<file path="src/hw/rtl/sts_pkg.sv">
// Shared types, character codes and helper functions for the shell token scanner.
package sts_pkg;

  // Position counter width and width of the position fields on the result port
  localparam int POS_BITS = 16;
  localparam int OUT_W    = 16;

  // Result queue depth; one byte may push two tokens
  localparam int FIFO_DEPTH = 4;
  localparam int PTR_W      = $clog2(FIFO_DEPTH);
  localparam int CNT_W      = $clog2(FIFO_DEPTH + 1);

  typedef logic [POS_BITS-1:0] pos_t;
  typedef logic [OUT_W-1:0]    out_pos_t;
  typedef logic [PTR_W-1:0]    ptr_t;
  typedef logic [CNT_W-1:0]    cnt_t;

  localparam pos_t POS_MAX = '1;
  localparam pos_t POS_ONE = pos_t'(1);

  // Character codes
  localparam logic [7:0] CH_NUL    = 8'h00;
  localparam logic [7:0] CH_TAB    = 8'h09;
  localparam logic [7:0] CH_NL     = 8'h0A;
  localparam logic [7:0] CH_CR     = 8'h0D;
  localparam logic [7:0] CH_SPACE  = 8'h20;
  localparam logic [7:0] CH_AMP    = 8'h26;
  localparam logic [7:0] CH_LPAREN = 8'h28;
  localparam logic [7:0] CH_RPAREN = 8'h29;
  localparam logic [7:0] CH_MINUS  = 8'h2D;
  localparam logic [7:0] CH_ZERO   = 8'h30;
  localparam logic [7:0] CH_NINE   = 8'h39;
  localparam logic [7:0] CH_SEMI   = 8'h3B;
  localparam logic [7:0] CH_LT     = 8'h3C;
  localparam logic [7:0] CH_EQ     = 8'h3D;
  localparam logic [7:0] CH_GT     = 8'h3E;
  localparam logic [7:0] CH_UP_A   = 8'h41;
  localparam logic [7:0] CH_UP_Z   = 8'h5A;
  localparam logic [7:0] CH_UNDER  = 8'h5F;
  localparam logic [7:0] CH_LOW_A  = 8'h61;
  localparam logic [7:0] CH_LOW_Z  = 8'h7A;
  localparam logic [7:0] CH_PIPE   = 8'h7C;

  // Token being collected across bytes
  typedef enum logic [2:0] {
    PEND_NONE,
    PEND_NAME,
    PEND_DIGITS,
    PEND_OP,
    PEND_DLESS
  } pend_t;

  // Token kinds on the result port
  typedef enum logic [4:0] {
    TK_NEWLINE   = 5'd0,
    TK_WORD      = 5'd1,
    TK_ASSIGN    = 5'd2,
    TK_IONUM     = 5'd3,
    TK_SEMI      = 5'd4,
    TK_LPAREN    = 5'd5,
    TK_RPAREN    = 5'd6,
    TK_AND_IF    = 5'd7,
    TK_OR_IF     = 5'd8,
    TK_DLESS     = 5'd9,
    TK_DLESSDASH = 5'd10,
    TK_DGREAT    = 5'd11,
    TK_LESSAND   = 5'd12,
    TK_GREATAND  = 5'd13,
    TK_LESSGREAT = 5'd14,
    TK_CLOBBER   = 5'd15,
    TK_PIPE      = 5'd16,
    TK_AMP       = 5'd17,
    TK_LESS      = 5'd18,
    TK_GREAT     = 5'd19
  } kind_t;

  typedef struct packed {
    kind_t    kind;
    out_pos_t span_start;
    out_pos_t span_end;
    out_pos_t start_row;
    out_pos_t start_column;
    logic     last;
  } tok_t;

  typedef struct packed {
    logic valid;
    tok_t tok;
  } tok_slot_t;

  function automatic pos_t sat_inc(input pos_t v);
    return (v == POS_MAX) ? v : v + POS_ONE;
  endfunction

  function automatic logic is_alpha(input logic [7:0] c);
    return ((c >= CH_LOW_A) && (c <= CH_LOW_Z)) || ((c >= CH_UP_A) && (c <= CH_UP_Z));
  endfunction

  function automatic logic is_digit(input logic [7:0] c);
    return (c >= CH_ZERO) && (c <= CH_NINE);
  endfunction

  function automatic logic is_opchar(input logic [7:0] c);
    return (c == CH_PIPE) || (c == CH_AMP) || (c == CH_LT) || (c == CH_GT);
  endfunction

  function automatic kind_t single_op_kind(input logic [7:0] c);
    kind_t k;
    case (c)
      CH_PIPE: k = TK_PIPE;
      CH_AMP:  k = TK_AMP;
      CH_LT:   k = TK_LESS;
      CH_GT:   k = TK_GREAT;
      default: k = TK_WORD;
    endcase
    return k;
  endfunction

  function automatic tok_t make_tok(input kind_t k, input pos_t s, input pos_t e,
                                    input pos_t r, input pos_t col);
    tok_t t;
    t.kind         = k;
    t.span_start   = out_pos_t'(s);
    t.span_end     = out_pos_t'(e);
    t.start_row    = out_pos_t'(r);
    t.start_column = out_pos_t'(col);
    t.last         = 1'b0;
    return t;
  endfunction

endpackage

</file>
<file path="src/hw/rtl/sts_byte_if.sv">
// Handshake channel carrying one source text byte per transfer.
interface sts_byte_if ();
  logic       valid;
  logic       ready;
  logic [7:0] text_byte;

  modport source (output valid, output text_byte, input ready);
  modport sink (input valid, input text_byte, output ready);
endinterface

</file>
<file path="src/hw/rtl/sts_token_if.sv">
// Handshake channel carrying one token record per transfer.
interface sts_token_if ();
  logic        valid;
  logic        ready;
  logic [4:0]  token_kind;
  logic [15:0] span_start;
  logic [15:0] span_end;
  logic [15:0] start_row;
  logic [15:0] start_column;
  logic        last_of_run;

  modport source (output valid, output token_kind, output span_start, output span_end,
                  output start_row, output start_column, output last_of_run, input ready);
  modport sink (input valid, input token_kind, input span_start, input span_end,
                input start_row, input start_column, input last_of_run, output ready);
endinterface

</file>
<file path="src/hw/rtl/sts_lexer.sv">
// Scanner state and per-byte token logic: closes a pending token and starts a new one.
module sts_lexer (
  input  logic              clk,
  input  logic              rst,
  input  logic              fire,
  input  logic [7:0]        byte_in,
  output sts_pkg::tok_slot_t res_a,
  output sts_pkg::tok_slot_t res_b
);

  sts_pkg::pend_t pend, pend_next;
  logic [7:0]     first_op_char, first_op_char_next;
  sts_pkg::pos_t  token_offset, token_offset_next;
  sts_pkg::pos_t  token_row, token_row_next;
  sts_pkg::pos_t  token_column, token_column_next;
  sts_pkg::pos_t  cur_offset, cur_offset_next;
  sts_pkg::pos_t  cur_row, cur_row_next;
  sts_pkg::pos_t  cur_column, cur_column_next;

  sts_pkg::pos_t  off_inc;
  sts_pkg::pos_t  row_step;
  sts_pkg::pos_t  col_step;
  logic           word_char;
  logic           is_ws;
  logic           pair_hit;
  sts_pkg::kind_t pair_kind;
  logic           consumed;
  sts_pkg::tok_slot_t slot_a, slot_b;

  // Position after this byte is taken
  always_comb begin
    off_inc = sts_pkg::sat_inc(cur_offset);
    if (byte_in == sts_pkg::CH_NL) begin
      row_step = sts_pkg::sat_inc(cur_row);
      col_step = sts_pkg::POS_ONE;
    end else begin
      row_step = cur_row;
      col_step = sts_pkg::sat_inc(cur_column);
    end
    word_char = sts_pkg::is_alpha(byte_in) || sts_pkg::is_digit(byte_in) ||
                (byte_in == sts_pkg::CH_UNDER);
    is_ws = (byte_in == sts_pkg::CH_SPACE) || (byte_in == sts_pkg::CH_TAB) ||
            (byte_in == sts_pkg::CH_CR);
  end

  // Match the two-character operators
  always_comb begin
    pair_hit  = 1'b1;
    pair_kind = sts_pkg::TK_WORD;
    if (first_op_char == sts_pkg::CH_AMP && byte_in == sts_pkg::CH_AMP) begin
      pair_kind = sts_pkg::TK_AND_IF;
    end else if (first_op_char == sts_pkg::CH_PIPE && byte_in == sts_pkg::CH_PIPE) begin
      pair_kind = sts_pkg::TK_OR_IF;
    end else if (first_op_char == sts_pkg::CH_LT && byte_in == sts_pkg::CH_LT) begin
      pair_kind = sts_pkg::TK_DLESS;
    end else if (first_op_char == sts_pkg::CH_GT && byte_in == sts_pkg::CH_GT) begin
      pair_kind = sts_pkg::TK_DGREAT;
    end else if (first_op_char == sts_pkg::CH_LT && byte_in == sts_pkg::CH_AMP) begin
      pair_kind = sts_pkg::TK_LESSAND;
    end else if (first_op_char == sts_pkg::CH_GT && byte_in == sts_pkg::CH_AMP) begin
      pair_kind = sts_pkg::TK_GREATAND;
    end else if (first_op_char == sts_pkg::CH_LT && byte_in == sts_pkg::CH_GT) begin
      pair_kind = sts_pkg::TK_LESSGREAT;
    end else if (first_op_char == sts_pkg::CH_GT && byte_in == sts_pkg::CH_PIPE) begin
      pair_kind = sts_pkg::TK_CLOBBER;
    end else begin
      pair_hit = 1'b0;
    end
  end

  // Close the pending token, then start a token from the byte if it was not absorbed
  always_comb begin
    pend_next          = pend;
    first_op_char_next = first_op_char;
    token_offset_next  = token_offset;
    token_row_next     = token_row;
    token_column_next  = token_column;
    cur_offset_next    = cur_offset;
    cur_row_next       = cur_row;
    cur_column_next    = cur_column;
    consumed           = 1'b0;
    slot_a.valid       = 1'b0;
    slot_a.tok         = sts_pkg::make_tok(sts_pkg::TK_WORD, token_offset, cur_offset,
                                           token_row, token_column);
    slot_b.valid       = 1'b0;
    slot_b.tok         = sts_pkg::make_tok(sts_pkg::TK_WORD, cur_offset, off_inc,
                                           cur_row, cur_column);

    if (byte_in == sts_pkg::CH_NUL) begin
      // End of text: flush pending token, restart all positions
      case (pend)
        sts_pkg::PEND_NAME, sts_pkg::PEND_DIGITS: begin
          slot_a.valid = 1'b1;
        end
        sts_pkg::PEND_OP: begin
          slot_a.valid    = 1'b1;
          slot_a.tok.kind = sts_pkg::single_op_kind(first_op_char);
        end
        sts_pkg::PEND_DLESS: begin
          slot_a.valid    = 1'b1;
          slot_a.tok.kind = sts_pkg::TK_DLESS;
        end
        default: begin
          slot_a.valid = 1'b0;
        end
      endcase
      pend_next          = sts_pkg::PEND_NONE;
      first_op_char_next = sts_pkg::CH_NUL;
      token_offset_next  = '0;
      token_row_next     = sts_pkg::POS_ONE;
      token_column_next  = sts_pkg::POS_ONE;
      cur_offset_next    = '0;
      cur_row_next       = sts_pkg::POS_ONE;
      cur_column_next    = sts_pkg::POS_ONE;
    end else begin
      case (pend)
        sts_pkg::PEND_NAME: begin
          if (word_char) begin
            consumed = 1'b1;
          end else begin
            slot_a.valid    = 1'b1;
            slot_a.tok.kind = (byte_in == sts_pkg::CH_EQ) ? sts_pkg::TK_ASSIGN
                                                          : sts_pkg::TK_WORD;
          end
        end
        sts_pkg::PEND_DIGITS: begin
          if (sts_pkg::is_digit(byte_in)) begin
            consumed = 1'b1;
          end else begin
            slot_a.valid    = 1'b1;
            slot_a.tok.kind = (byte_in == sts_pkg::CH_LT || byte_in == sts_pkg::CH_GT)
                              ? sts_pkg::TK_IONUM : sts_pkg::TK_WORD;
          end
        end
        sts_pkg::PEND_OP: begin
          if (pair_hit) begin
            consumed = 1'b1;
            if (pair_kind != sts_pkg::TK_DLESS) begin
              slot_a.valid        = 1'b1;
              slot_a.tok.kind     = pair_kind;
              slot_a.tok.span_end = sts_pkg::out_pos_t'(off_inc);
            end
          end else begin
            slot_a.valid    = 1'b1;
            slot_a.tok.kind = sts_pkg::single_op_kind(first_op_char);
          end
        end
        sts_pkg::PEND_DLESS: begin
          slot_a.valid = 1'b1;
          if (byte_in == sts_pkg::CH_MINUS) begin
            consumed            = 1'b1;
            slot_a.tok.kind     = sts_pkg::TK_DLESSDASH;
            slot_a.tok.span_end = sts_pkg::out_pos_t'(off_inc);
          end else begin
            slot_a.tok.kind = sts_pkg::TK_DLESS;
          end
        end
        default: begin
          consumed = 1'b0;
        end
      endcase

      // Pending kind after the close or the extension
      if (consumed) begin
        if (pend == sts_pkg::PEND_OP && pair_kind == sts_pkg::TK_DLESS) begin
          pend_next = sts_pkg::PEND_DLESS;
        end else if (pend == sts_pkg::PEND_OP || pend == sts_pkg::PEND_DLESS) begin
          pend_next = sts_pkg::PEND_NONE;
        end
      end else begin
        pend_next = sts_pkg::PEND_NONE;
      end

      // Every byte but end of text advances the position
      cur_offset_next = off_inc;
      cur_row_next    = row_step;
      cur_column_next = col_step;

      // Fresh byte: mark token start and classify
      if (!consumed && !is_ws) begin
        token_offset_next = cur_offset;
        token_row_next    = cur_row;
        token_column_next = cur_column;
        if (byte_in == sts_pkg::CH_NL) begin
          slot_b.valid    = 1'b1;
          slot_b.tok.kind = sts_pkg::TK_NEWLINE;
        end else if (sts_pkg::is_alpha(byte_in) || byte_in == sts_pkg::CH_UNDER) begin
          pend_next = sts_pkg::PEND_NAME;
        end else if (sts_pkg::is_digit(byte_in)) begin
          pend_next = sts_pkg::PEND_DIGITS;
        end else if (sts_pkg::is_opchar(byte_in)) begin
          pend_next          = sts_pkg::PEND_OP;
          first_op_char_next = byte_in;
        end else if (byte_in == sts_pkg::CH_SEMI) begin
          slot_b.valid    = 1'b1;
          slot_b.tok.kind = sts_pkg::TK_SEMI;
        end else if (byte_in == sts_pkg::CH_LPAREN) begin
          slot_b.valid    = 1'b1;
          slot_b.tok.kind = sts_pkg::TK_LPAREN;
        end else if (byte_in == sts_pkg::CH_RPAREN) begin
          slot_b.valid    = 1'b1;
          slot_b.tok.kind = sts_pkg::TK_RPAREN;
        end else begin
          slot_b.valid    = 1'b1;
          slot_b.tok.kind = sts_pkg::TK_WORD;
        end
      end
    end

    // Flag the final token of this byte
    slot_b.tok.last = slot_b.valid;
    slot_a.tok.last = slot_a.valid && !slot_b.valid;
  end

  assign res_a = slot_a;
  assign res_b = slot_b;

  // Advance scanner state on each processed byte
  always_ff @(posedge clk) begin
    if (rst) begin
      pend          <= sts_pkg::PEND_NONE;
      first_op_char <= sts_pkg::CH_NUL;
      token_offset  <= '0;
      token_row     <= sts_pkg::POS_ONE;
      token_column  <= sts_pkg::POS_ONE;
      cur_offset    <= '0;
      cur_row       <= sts_pkg::POS_ONE;
      cur_column    <= sts_pkg::POS_ONE;
    end else if (fire) begin
      pend          <= pend_next;
      first_op_char <= first_op_char_next;
      token_offset  <= token_offset_next;
      token_row     <= token_row_next;
      token_column  <= token_column_next;
      cur_offset    <= cur_offset_next;
      cur_row       <= cur_row_next;
      cur_column    <= cur_column_next;
    end
  end

endmodule

</file>
<file path="src/hw/rtl/sts_fifo.sv">
// Small token queue that takes up to two tokens per cycle and delivers one.
module sts_fifo (
  input  logic               clk,
  input  logic               rst,
  input  sts_pkg::tok_slot_t push_a,
  input  sts_pkg::tok_slot_t push_b,
  output logic               room,
  output logic               head_valid,
  output sts_pkg::tok_t      head,
  input  logic               pop
);

  sts_pkg::tok_t mem [sts_pkg::FIFO_DEPTH];
  sts_pkg::ptr_t wr_ptr, rd_ptr;
  sts_pkg::cnt_t count, count_next;
  sts_pkg::ptr_t addr_b;
  logic          do_pop;

  assign do_pop     = pop && (count != '0);
  assign addr_b     = push_a.valid ? wr_ptr + sts_pkg::ptr_t'(1) : wr_ptr;
  assign room       = count <= sts_pkg::cnt_t'(sts_pkg::FIFO_DEPTH - 2);
  assign head_valid = count != '0;
  assign head       = mem[rd_ptr];

  always_comb begin
    count_next = count + sts_pkg::cnt_t'(push_a.valid) + sts_pkg::cnt_t'(push_b.valid)
                 - sts_pkg::cnt_t'(do_pop);
  end

  // Store incoming tokens in arrival order
  always_ff @(posedge clk) begin
    if (push_a.valid) begin
      mem[wr_ptr] <= push_a.tok;
    end
    if (push_b.valid) begin
      mem[addr_b] <= push_b.tok;
    end
  end

  // Advance pointers and occupancy
  always_ff @(posedge clk) begin
    if (rst) begin
      wr_ptr <= '0;
      rd_ptr <= '0;
      count  <= '0;
    end else begin
      wr_ptr <= wr_ptr + sts_pkg::ptr_t'(push_a.valid) + sts_pkg::ptr_t'(push_b.valid);
      if (do_pop) begin
        rd_ptr <= rd_ptr + sts_pkg::ptr_t'(1);
      end
      count <= count_next;
    end
  end

endmodule

</file>
<file path="src/hw/rtl/shell_token_scanner_unit.sv">
// Top level of the shell token scanner: input register, scanner and token queue.
// A byte passes through the input register and then the token queue before its first token is offered.
// Throughput: one byte per cycle; a byte that yields two tokens offers them on the
// output port one after the other, and the input stalls only when the four-entry token
// queue cannot take two more tokens.
// Reset (rst, synchronous): empties the input register and queue, restarts at row 1, column 1.
module shell_token_scanner_unit (
  input  logic        clk,
  input  logic        rst,
  sts_byte_if.sink    text,
  sts_token_if.source tokens
);

  logic               in_valid;
  logic [7:0]         in_byte;
  logic               room;
  logic               fire;
  sts_pkg::tok_slot_t res_a, res_b;
  sts_pkg::tok_slot_t push_a, push_b;
  logic               head_valid;
  sts_pkg::tok_t      head;

  // Process the held byte when the queue has room for two tokens
  assign fire       = in_valid && room;
  assign text.ready = !in_valid || fire;

  // Hold one byte between the input port and the scanner
  always_ff @(posedge clk) begin
    if (rst) begin
      in_valid <= 1'b0;
    end else if (text.ready) begin
      in_valid <= text.valid;
    end
  end

  always_ff @(posedge clk) begin
    if (text.valid && text.ready) begin
      in_byte <= text.text_byte;
    end
  end

  sts_lexer u_lexer (
    .clk     (clk),
    .rst     (rst),
    .fire    (fire),
    .byte_in (in_byte),
    .res_a   (res_a),
    .res_b   (res_b)
  );

  // Drop results of cycles that do not process a byte
  always_comb begin
    push_a       = res_a;
    push_b       = res_b;
    push_a.valid = res_a.valid && fire;
    push_b.valid = res_b.valid && fire;
  end

  sts_fifo u_fifo (
    .clk        (clk),
    .rst        (rst),
    .push_a     (push_a),
    .push_b     (push_b),
    .room       (room),
    .head_valid (head_valid),
    .head       (head),
    .pop        (tokens.ready)
  );

  assign tokens.valid        = head_valid;
  assign tokens.token_kind   = head.kind;
  assign tokens.span_start   = head.span_start;
  assign tokens.span_end     = head.span_end;
  assign tokens.start_row    = head.start_row;
  assign tokens.start_column = head.start_column;
  assign tokens.last_of_run  = head.last;

endmodule

</file>
<file path="src/flat_wrapper.sv">
// flat-port wrapper written by rule: the top's interface ports become plain ports
module shell_token_scanner_unit_flat 
  (clk, rst, text_valid, text_text_byte, text_ready, tokens_valid, tokens_token_kind, tokens_span_start, tokens_span_end, tokens_start_row, tokens_start_column, tokens_last_of_run, tokens_ready);
  sts_byte_if text_i ();
  sts_token_if tokens_i ();
  input  logic clk;
  input  logic rst;
  input wire logic [$bits(text_i.valid)-1:0] text_valid;
  input wire logic [$bits(text_i.text_byte)-1:0] text_text_byte;
  output wire logic [$bits(text_i.ready)-1:0] text_ready;
  output wire logic [$bits(tokens_i.valid)-1:0] tokens_valid;
  output wire logic [$bits(tokens_i.token_kind)-1:0] tokens_token_kind;
  output wire logic [$bits(tokens_i.span_start)-1:0] tokens_span_start;
  output wire logic [$bits(tokens_i.span_end)-1:0] tokens_span_end;
  output wire logic [$bits(tokens_i.start_row)-1:0] tokens_start_row;
  output wire logic [$bits(tokens_i.start_column)-1:0] tokens_start_column;
  output wire logic [$bits(tokens_i.last_of_run)-1:0] tokens_last_of_run;
  input wire logic [$bits(tokens_i.ready)-1:0] tokens_ready;
  assign text_i.valid = text_valid;
  assign text_i.text_byte = text_text_byte;
  assign text_ready = text_i.ready;
  assign tokens_valid = tokens_i.valid;
  assign tokens_token_kind = tokens_i.token_kind;
  assign tokens_span_start = tokens_i.span_start;
  assign tokens_span_end = tokens_i.span_end;
  assign tokens_start_row = tokens_i.start_row;
  assign tokens_start_column = tokens_i.start_column;
  assign tokens_last_of_run = tokens_i.last_of_run;
  assign tokens_i.ready = tokens_ready;
  shell_token_scanner_unit u_core (.clk(clk), .rst(rst), .text(text_i), .tokens(tokens_i));
endmodule
</file>
<file path="config.mk">
export PLATFORM = sky130hd
export DESIGN_NAME = shell_token_scanner_unit_flat
export DESIGN_NICKNAME = d
export VERILOG_FILES = /design/src/hw/rtl/sts_pkg.sv /design/src/hw/rtl/sts_byte_if.sv /design/src/hw/rtl/sts_token_if.sv /design/src/hw/rtl/sts_lexer.sv /design/src/hw/rtl/sts_fifo.sv /design/src/hw/rtl/shell_token_scanner_unit.sv /design/src/flat_wrapper.sv
export SDC_FILE = /design/constraint.sdc
export NUM_CORES = 1
export LEC_CHECK = 0
export BUFFER_PORTS_ARGS = -buffer_cell sky130_fd_sc_hd__buf_2
export CAP_MARGIN = 20
export CORE_MARGIN = 8
export CORE_UTILIZATION = 25
export CTS_CLUSTER_SIZE = 16
export DETAILED_ROUTE_END_ITERATION = 8
export GPL_TIMING_DRIVEN = 0
export SYNTH_ARGS = -nofsm -noshare
export SYNTH_HDL_FRONTEND = slang
export SYNTH_HIERARCHICAL = 1
export SYNTH_SLANG_ARGS = --single-unit
</file>
<file path="constraint.sdc">
create_clock -name clk -period 10.8 [get_ports clk]
set_input_delay 3.24 -clock clk [delete_from_list [all_inputs] [get_ports clk]]
set_output_delay 3.24 -clock clk [all_outputs]
set_load 0.005 [all_outputs]
</file>
==> out/metrics.cfg, run 1 <==
[status]
status = finished clean

[power_and_ir_drop]
p_leak_nw = 8.49
power_density_nw_per_um2 = 171
vdd_ir_drop_max_uv = 111

[floorplanning]
pin_count = 84
floorplan.initialDensity_pct = 25.1
die_x_um = 305
chipHeight_um = 305
die_area_um2 = 93000
core_area_um2 = 83200
rows = 106

[min_path]
whs_path_depth = 2
min_to = u_core/u_lexer/token_row[10]$_SDFFE_PP0P_
hp-start = u_core/u_lexer/token_row[10]$_SDFFE_PP0P_
min_path_type = reg -> reg

[layout]
antenna_cells = 0
drive_gt1_share_pct = 34.2
stdcell_area_um2 = 24200
area_delta_synth_final_pct = 15.9
finalNetCount = 1692
fillers = 8290
stdcell_count = 2784

[cts]
cts_buffer_depth = 3
numCtsBuffers = 45
cts_tree = done
cts_root_buf = clkbuf_16
clkSlewWorstSetupHoldPaths_ps = 60
cts_sinks = 405
cts_setup_buffers = 0
clock_latency_ps = 580
cts_resized = 0
h-tree-depth = 2
postCtsHoldBufs = 0

[synth]
syn_area_um2 = 20900
yosys-top-cells-count = edfxtp_1 (288), mux2_2 (205), nand2_1 (152)
ys.flop_type = edfxtp_1
syn-instance-count = 1533
yosysSeqAreaShare_pct = 52.7
ys_async_sr_fraction_pct = 0
synth_top_area_cell = edfxtp_1
synthTopCellsByArea = edfxtp_1 (41%), dfxtp_1 (11%), mux2_2 (11%)
synth.distinct_cells = 91
yosys_warnings = 6
syn_area_per_cell_um2 = 13.6
synth_top_area_share_pct = 41.4
ys_seq_elements = 405
synth-edff-count = 288
synth_most_common_cell = edfxtp_1

[global_route]
grt_pass1_vias = 13700
grt_max_degree = 42
globalRouteTotalUtil_pct = 11.9
grt_pass1_wl_um = 86200
antenna_found_initial = 2
grt_remaining_overflow = 0

[worst_setup_path]
criticalPathCategory = reg -> out
r2r_end = u_core/u_fifo/mem[2][43]$_DFFE_PP_
r2r.worst_path.cells = 15
crit_path_max_fanout = 10
cp_data_arrival_time_ps = 2940
cp.required_ps = 7560
ff2ff_setup_slack_ps = 5210
reg2reg_from = u_core/in_byte[0]$_DFFE_PP_
critPathLaunchType = register
crit_path_end_kind = output port

[routing]
vias = 13300
vias_per_cell = 4.77
drc = 0
postRouteAntennaNets = 0
totalWireLength_um = 57000
wl_per_cell_um = 20.5
drt_iter0_drc = 926
dr.pass1.iters = 5

[timing]
worst_pin_slew_ps = 1070
setup_slack_ps = 4620
setup_violations = 0
post-route-min-period_ps = 6180
rsz0062_at_grt = no
skew_ps = 15.3
maxSlewHeadroom_pct = 28.4
final.period_utilization_pct = 57.2
finalHoldViolCount = 0
slew_violations = 0
timing.fmax_mhz = 162
tns_ps = 0

[place]
portBuffers = 83
dp_hpwl_um = 38600
placedCellCount = 2701
post-place-ws_ps = 5180
dpl-instance-area_um2 = 22800
gp_congestion = 0.874

[job]
maxCapViolCount = 0

==> power breakdown <==
group          internal [mW]  switching (mW)
clock network          0.848           0.634
logic                  0.384           0.485
registers               1.74          0.0364
total                   2.97            1.16
==> layout by cell type, fill, tap and decap left out, drive strengths merged, types with 4 or more instances in the layout <==
| master | count |
|---|---|
| edfxtp | 288 |
| mux2 | 286 |
| nand2 | 153 |
| buf | 138 |
| dfxtp | 117 |
| clkbuf | 109 |
| nor2 | 80 |
| mux4 | 70 |
| mux2i | 50 |
| a21oi | 40 |
| o21ai | 33 |
| nand3 | 31 |
| xor2 | 29 |
| nand4 | 26 |
| nor3 | 24 |
| inv | 22 |
| clkinv | 20 |
| xnor2 | 16 |
| or3 | 14 |
| and3 | 12 |
| ha | 9 |
| nor2b | 8 |
| a22oi | 8 |
| nand2b | 8 |
| a31oi | 8 |
| nor3b | 7 |
| nor4 | 7 |
| or2 | 7 |
| or4 | 7 |
| o31ai | 6 |
| nor4b | 5 |
| o22ai | 4 |
| a21o | 4 |
| and2 | 4 |
==> worst max-delay path, cell delays in order, from the launching register on <==
cell and delay [ps]:
dfxtp_1 310, clkbuf_1 700, buf_2 530, mux4_2 640, buf_2 170
==> kinds of logic after synthesis <==
family                     after synthesis  synth area share [%]
and+or+nand+nor                        408                  9.91
muxes                                  406                  26.6
DFF                                    405                  52.7
AOI/OAI and AO/OA                      132                  4.33
buffers and inverters                  124                  3.73
xor gates and xnor gates                45                  1.89
adders and majority gates               12                 0.827
other                                    1                0.0180
==> sequential cells by signal, indices dropped and copies added, names as in the netlist, 2 cells and up, named ones only <==
name and count:
u_core/u_lexer/first_op_char 8, u_core/u_lexer/cur_row 16, u_core/u_fifo/wr_ptr 2, u_core/u_lexer/pend 3, u_core/u_lexer/token_row 16, u_core/u_lexer/cur_offset 16, u_core/u_fifo/count 3, u_core/u_lexer/token_offset 16
u_core/u_fifo/mem 280, u_core/u_fifo/rd_ptr 2, u_core/in_byte 8, u_core/u_lexer/token_column 16, u_core/u_lexer/cur_column 16
==> final cells by class <==
class / count / area, um2 / area share, %
buffer: 104 / 703 / 2.91
sequential: 405 / 11000 / 45.4
clock buffer: 56 / 1180 / 4.87
multi-input combinational: 1005 / 9130 / 37.8
clock inverter: 27 / 231 / 0.957
timing repair buffer: 87 / 526 / 2.17
tap: 1080 / 1350 / 5.59
inverter: 20 / 75.1 / 0.310
==> how the worst max path moves through the flow <==
stage	end	slack, ps	depth (start not counted)	from
2_1_floorplan	u_core/u_fifo/mem[1][0]$_DFFE_PP_	5630	14	u_core/in_byte[1]$_DFFE_PP_
3_3_place_gp	u_core/u_fifo/mem[1][39]$_DFFE_PP_	2790	14	u_core/in_byte[4]$_DFFE_PP_
3_5_place_dp	tokens_start_row[15]	5180	4	register
4_1_cts	tokens_start_row[15]	4560	4	register
5_1_grt	tokens_start_row[15]	4450	4	register
6_report	tokens_start_row[15]	4620	4	register
==> metal layers <==
layer / part of all wire [%] / GRT usage (%)
met1: 44 / 15.5
met2: 48 / 20.2
met3: 4.8 / 2.21
met4: 2.6 / 3.27
met5: 0.021 / 0
==> through the flow <==
step	utilization, %	hold slack, ps	total power [mW]
floorplan	-	462	2.34
global placement	27.2	478	2.71
detailed placement	27.4	491	2.71
CTS	29.1	504	4.20
global route	29.1	515	4.31
finish	29.1	500	4.12
(Power assumes the default switching activity.)
==> run 2, diff against run 1 <==
Clock period 10.8 ns to 5.75 ns, I/O delays scaled along.
==> out/metrics.cfg, run 2 (synthesis gave the netlist of run 1 again) <==
[cts]
cts_tree = done
cts_sinks = 405
numCtsBuffers = 45
cts_root_buf = clkbuf_16
h-tree-depth = 2
cts_setup_buffers = 0
clock_latency_ps = 580
cts_buffer_depth = 3
postCtsHoldBufs = 0
clkSlewWorstSetupHoldPaths_ps = 70
cts_resized = 0

[routing]
drt_iter0_drc = 886
dr.pass1.iters = 5
vias = 13300
totalWireLength_um = 57000
postRouteAntennaNets = 0
wl_per_cell_um = 20.5
vias_per_cell = 4.75
drc = 0

[worst_setup_path]
path_delay_family = simple AND/OR/NAND/NOR gates
cp_data_arrival_time_ps = 5730
cp.required_ps = 6040
r2r_end = u_core/u_fifo/mem[1][13]$_DFFE_PP_
crit_path_end_kind = register
crit_path_max_fanout = 38
ff2ff_setup_slack_ps = 310
r2r.worst_path.cells = 15
reg2reg_from = u_core/in_byte[0]$_DFFE_PP_
worst_path_max_delay_cell = a41oi_4
crit_chain = clkbuf_1, nor2b_1, nand4_1, nor2_1, a311oi_2, nor2b_1, and4_1, buf_4, and3_2, buf_4, and4bb_4, a41oi_4, buf_8, nand2_4, buf_16
slowest_delay_ps = 730
path_buf_inv = 5
criticalPathCategory = reg -> reg
critPathLaunchType = register

[timing]
maxSlewHeadroom_pct = 27.8
setup_violations = 0
worst_pin_slew_ps = 1080
post-route-min-period_ps = 5440
slew_violations = 0
rsz0062_at_grt = no
timing.fmax_mhz = 184
tns_ps = 0
skew_ps = 15.9
finalHoldViolCount = 0
final.period_utilization_pct = 94.5

[place]
portBuffers = 83
dpl-instance-area_um2 = 22800
gp_congestion = 0.874
dp_hpwl_um = 38600

[global_route]
grt_pass1_wl_um = 86200
grt_pass1_vias = 13700
globalRouteTotalUtil_pct = 11.9
grt_max_degree = 42
antenna_found_initial = 2
grt_remaining_overflow = 0

[floorplanning]
die_x_um = 305
pin_count = 84
die_area_um2 = 93000
rows = 106
core_area_um2 = 83200
chipHeight_um = 305
floorplan.initialDensity_pct = 25.1

[layout]
finalNetCount = 1696
largest_register_ffs = 280
fillers = 8288
area_delta_synth_final_pct = 16.0
antenna_cells = 0
stdcell_area_um2 = 24200
mostFrequentLayoutCells = edfxtp_1 (288), mux2_2 (205), nand2_1 (150), dfxtp_1 (117), buf_2 (93)
final_common_cell = edfxtp_1
regMostFlops = u_core/u_fifo/mem
drive_gt1_share_pct = 34.3

[power_and_ir_drop]
power_mw = 7.75
p_leak_nw = 8.51
vdd_ir_drop_max_uv = 209
power_density_nw_per_um2 = 320

[status]
status = finished clean

[min_path]
min_to = u_core/u_lexer/first_op_char[0]$_SDFFE_PP0P_
whs_path_depth = 1
hp-start = u_core/u_lexer/first_op_char[0]$_SDFFE_PP0P_
min_path_type = reg -> reg

[job]
maxCapViolCount = 0

==> run 2: final cells by class <==
| cell class | instances | area, um2 | share of cell area (%) |
|---|---|---|---|
| flip-flops and latches | 405 | 11000 | 45.4 |
| inverters | 20 | 75.1 | 0.310 |
| multi-input cells | 1005 | 9130 | 37.7 |
| plain buffers | 104 | 703 | 2.90 |
| clock inverters | 27 | 231 | 0.956 |
| repair buffers | 91 | 556 | 2.29 |
| clock buffers | 56 | 1180 | 4.86 |
| well taps | 1080 | 1350 | 5.58 |
==> run 2: metal layers <==
layer  wire length [um]  up-vias  global-route usage, %
li1                   -     6114                      -
met2              27500      322                   20.2
met4               1410        2                   3.27
met5                 12        -                      0
met3               2770       87                   2.21
met1              25300     6731                   15.5
==> run 2: worst max-delay path by stage <==
stage,from,to,slack (ps),depth (start not counted)
floorplan,u_core/in_byte[1]$_DFFE_PP_,u_core/u_fifo/mem[1][0]$_DFFE_PP_,580,14
global placement,u_core/in_byte[4]$_DFFE_PP_,u_core/u_fifo/mem[1][39]$_DFFE_PP_,-2260,14
detailed placement,u_core/in_byte[3]$_DFFE_PP_,u_core/u_fifo/mem[3][26]$_DFFE_PP_,260,15
CTS,u_core/in_byte[3]$_DFFE_PP_,u_core/u_fifo/mem[3][33]$_DFFE_PP_,210,15
global route,u_core/in_byte[0]$_DFFE_PP_,u_core/u_fifo/mem[1][35]$_DFFE_PP_,40,15
finish,u_core/in_byte[0]$_DFFE_PP_,u_core/u_fifo/mem[1][13]$_DFFE_PP_,310,15
==> run 2: stage by stage <==
step	utilization (%)	setup slack [ps]	hold slack [ps]	cells
final	29.1	314	500	2788
after global routing	29.1	40.5	515	2788
after CTS	29.1	212	504	2784
after detailed placement	27.4	255	491	2701
after global placement	27.2	-2260	478	2697
after floorplan	-	583	462	1534
==> run 2: report_power, final <==
group / total [mW] / leakage (nW) / internal, mW / switching [mW]
registers: 3.33 / 3.48 / 3.26 / 0.0682
clock network: 2.79 / 0.688 / 1.59 / 1.20
logic: 1.63 / 4.34 / 0.721 / 0.913
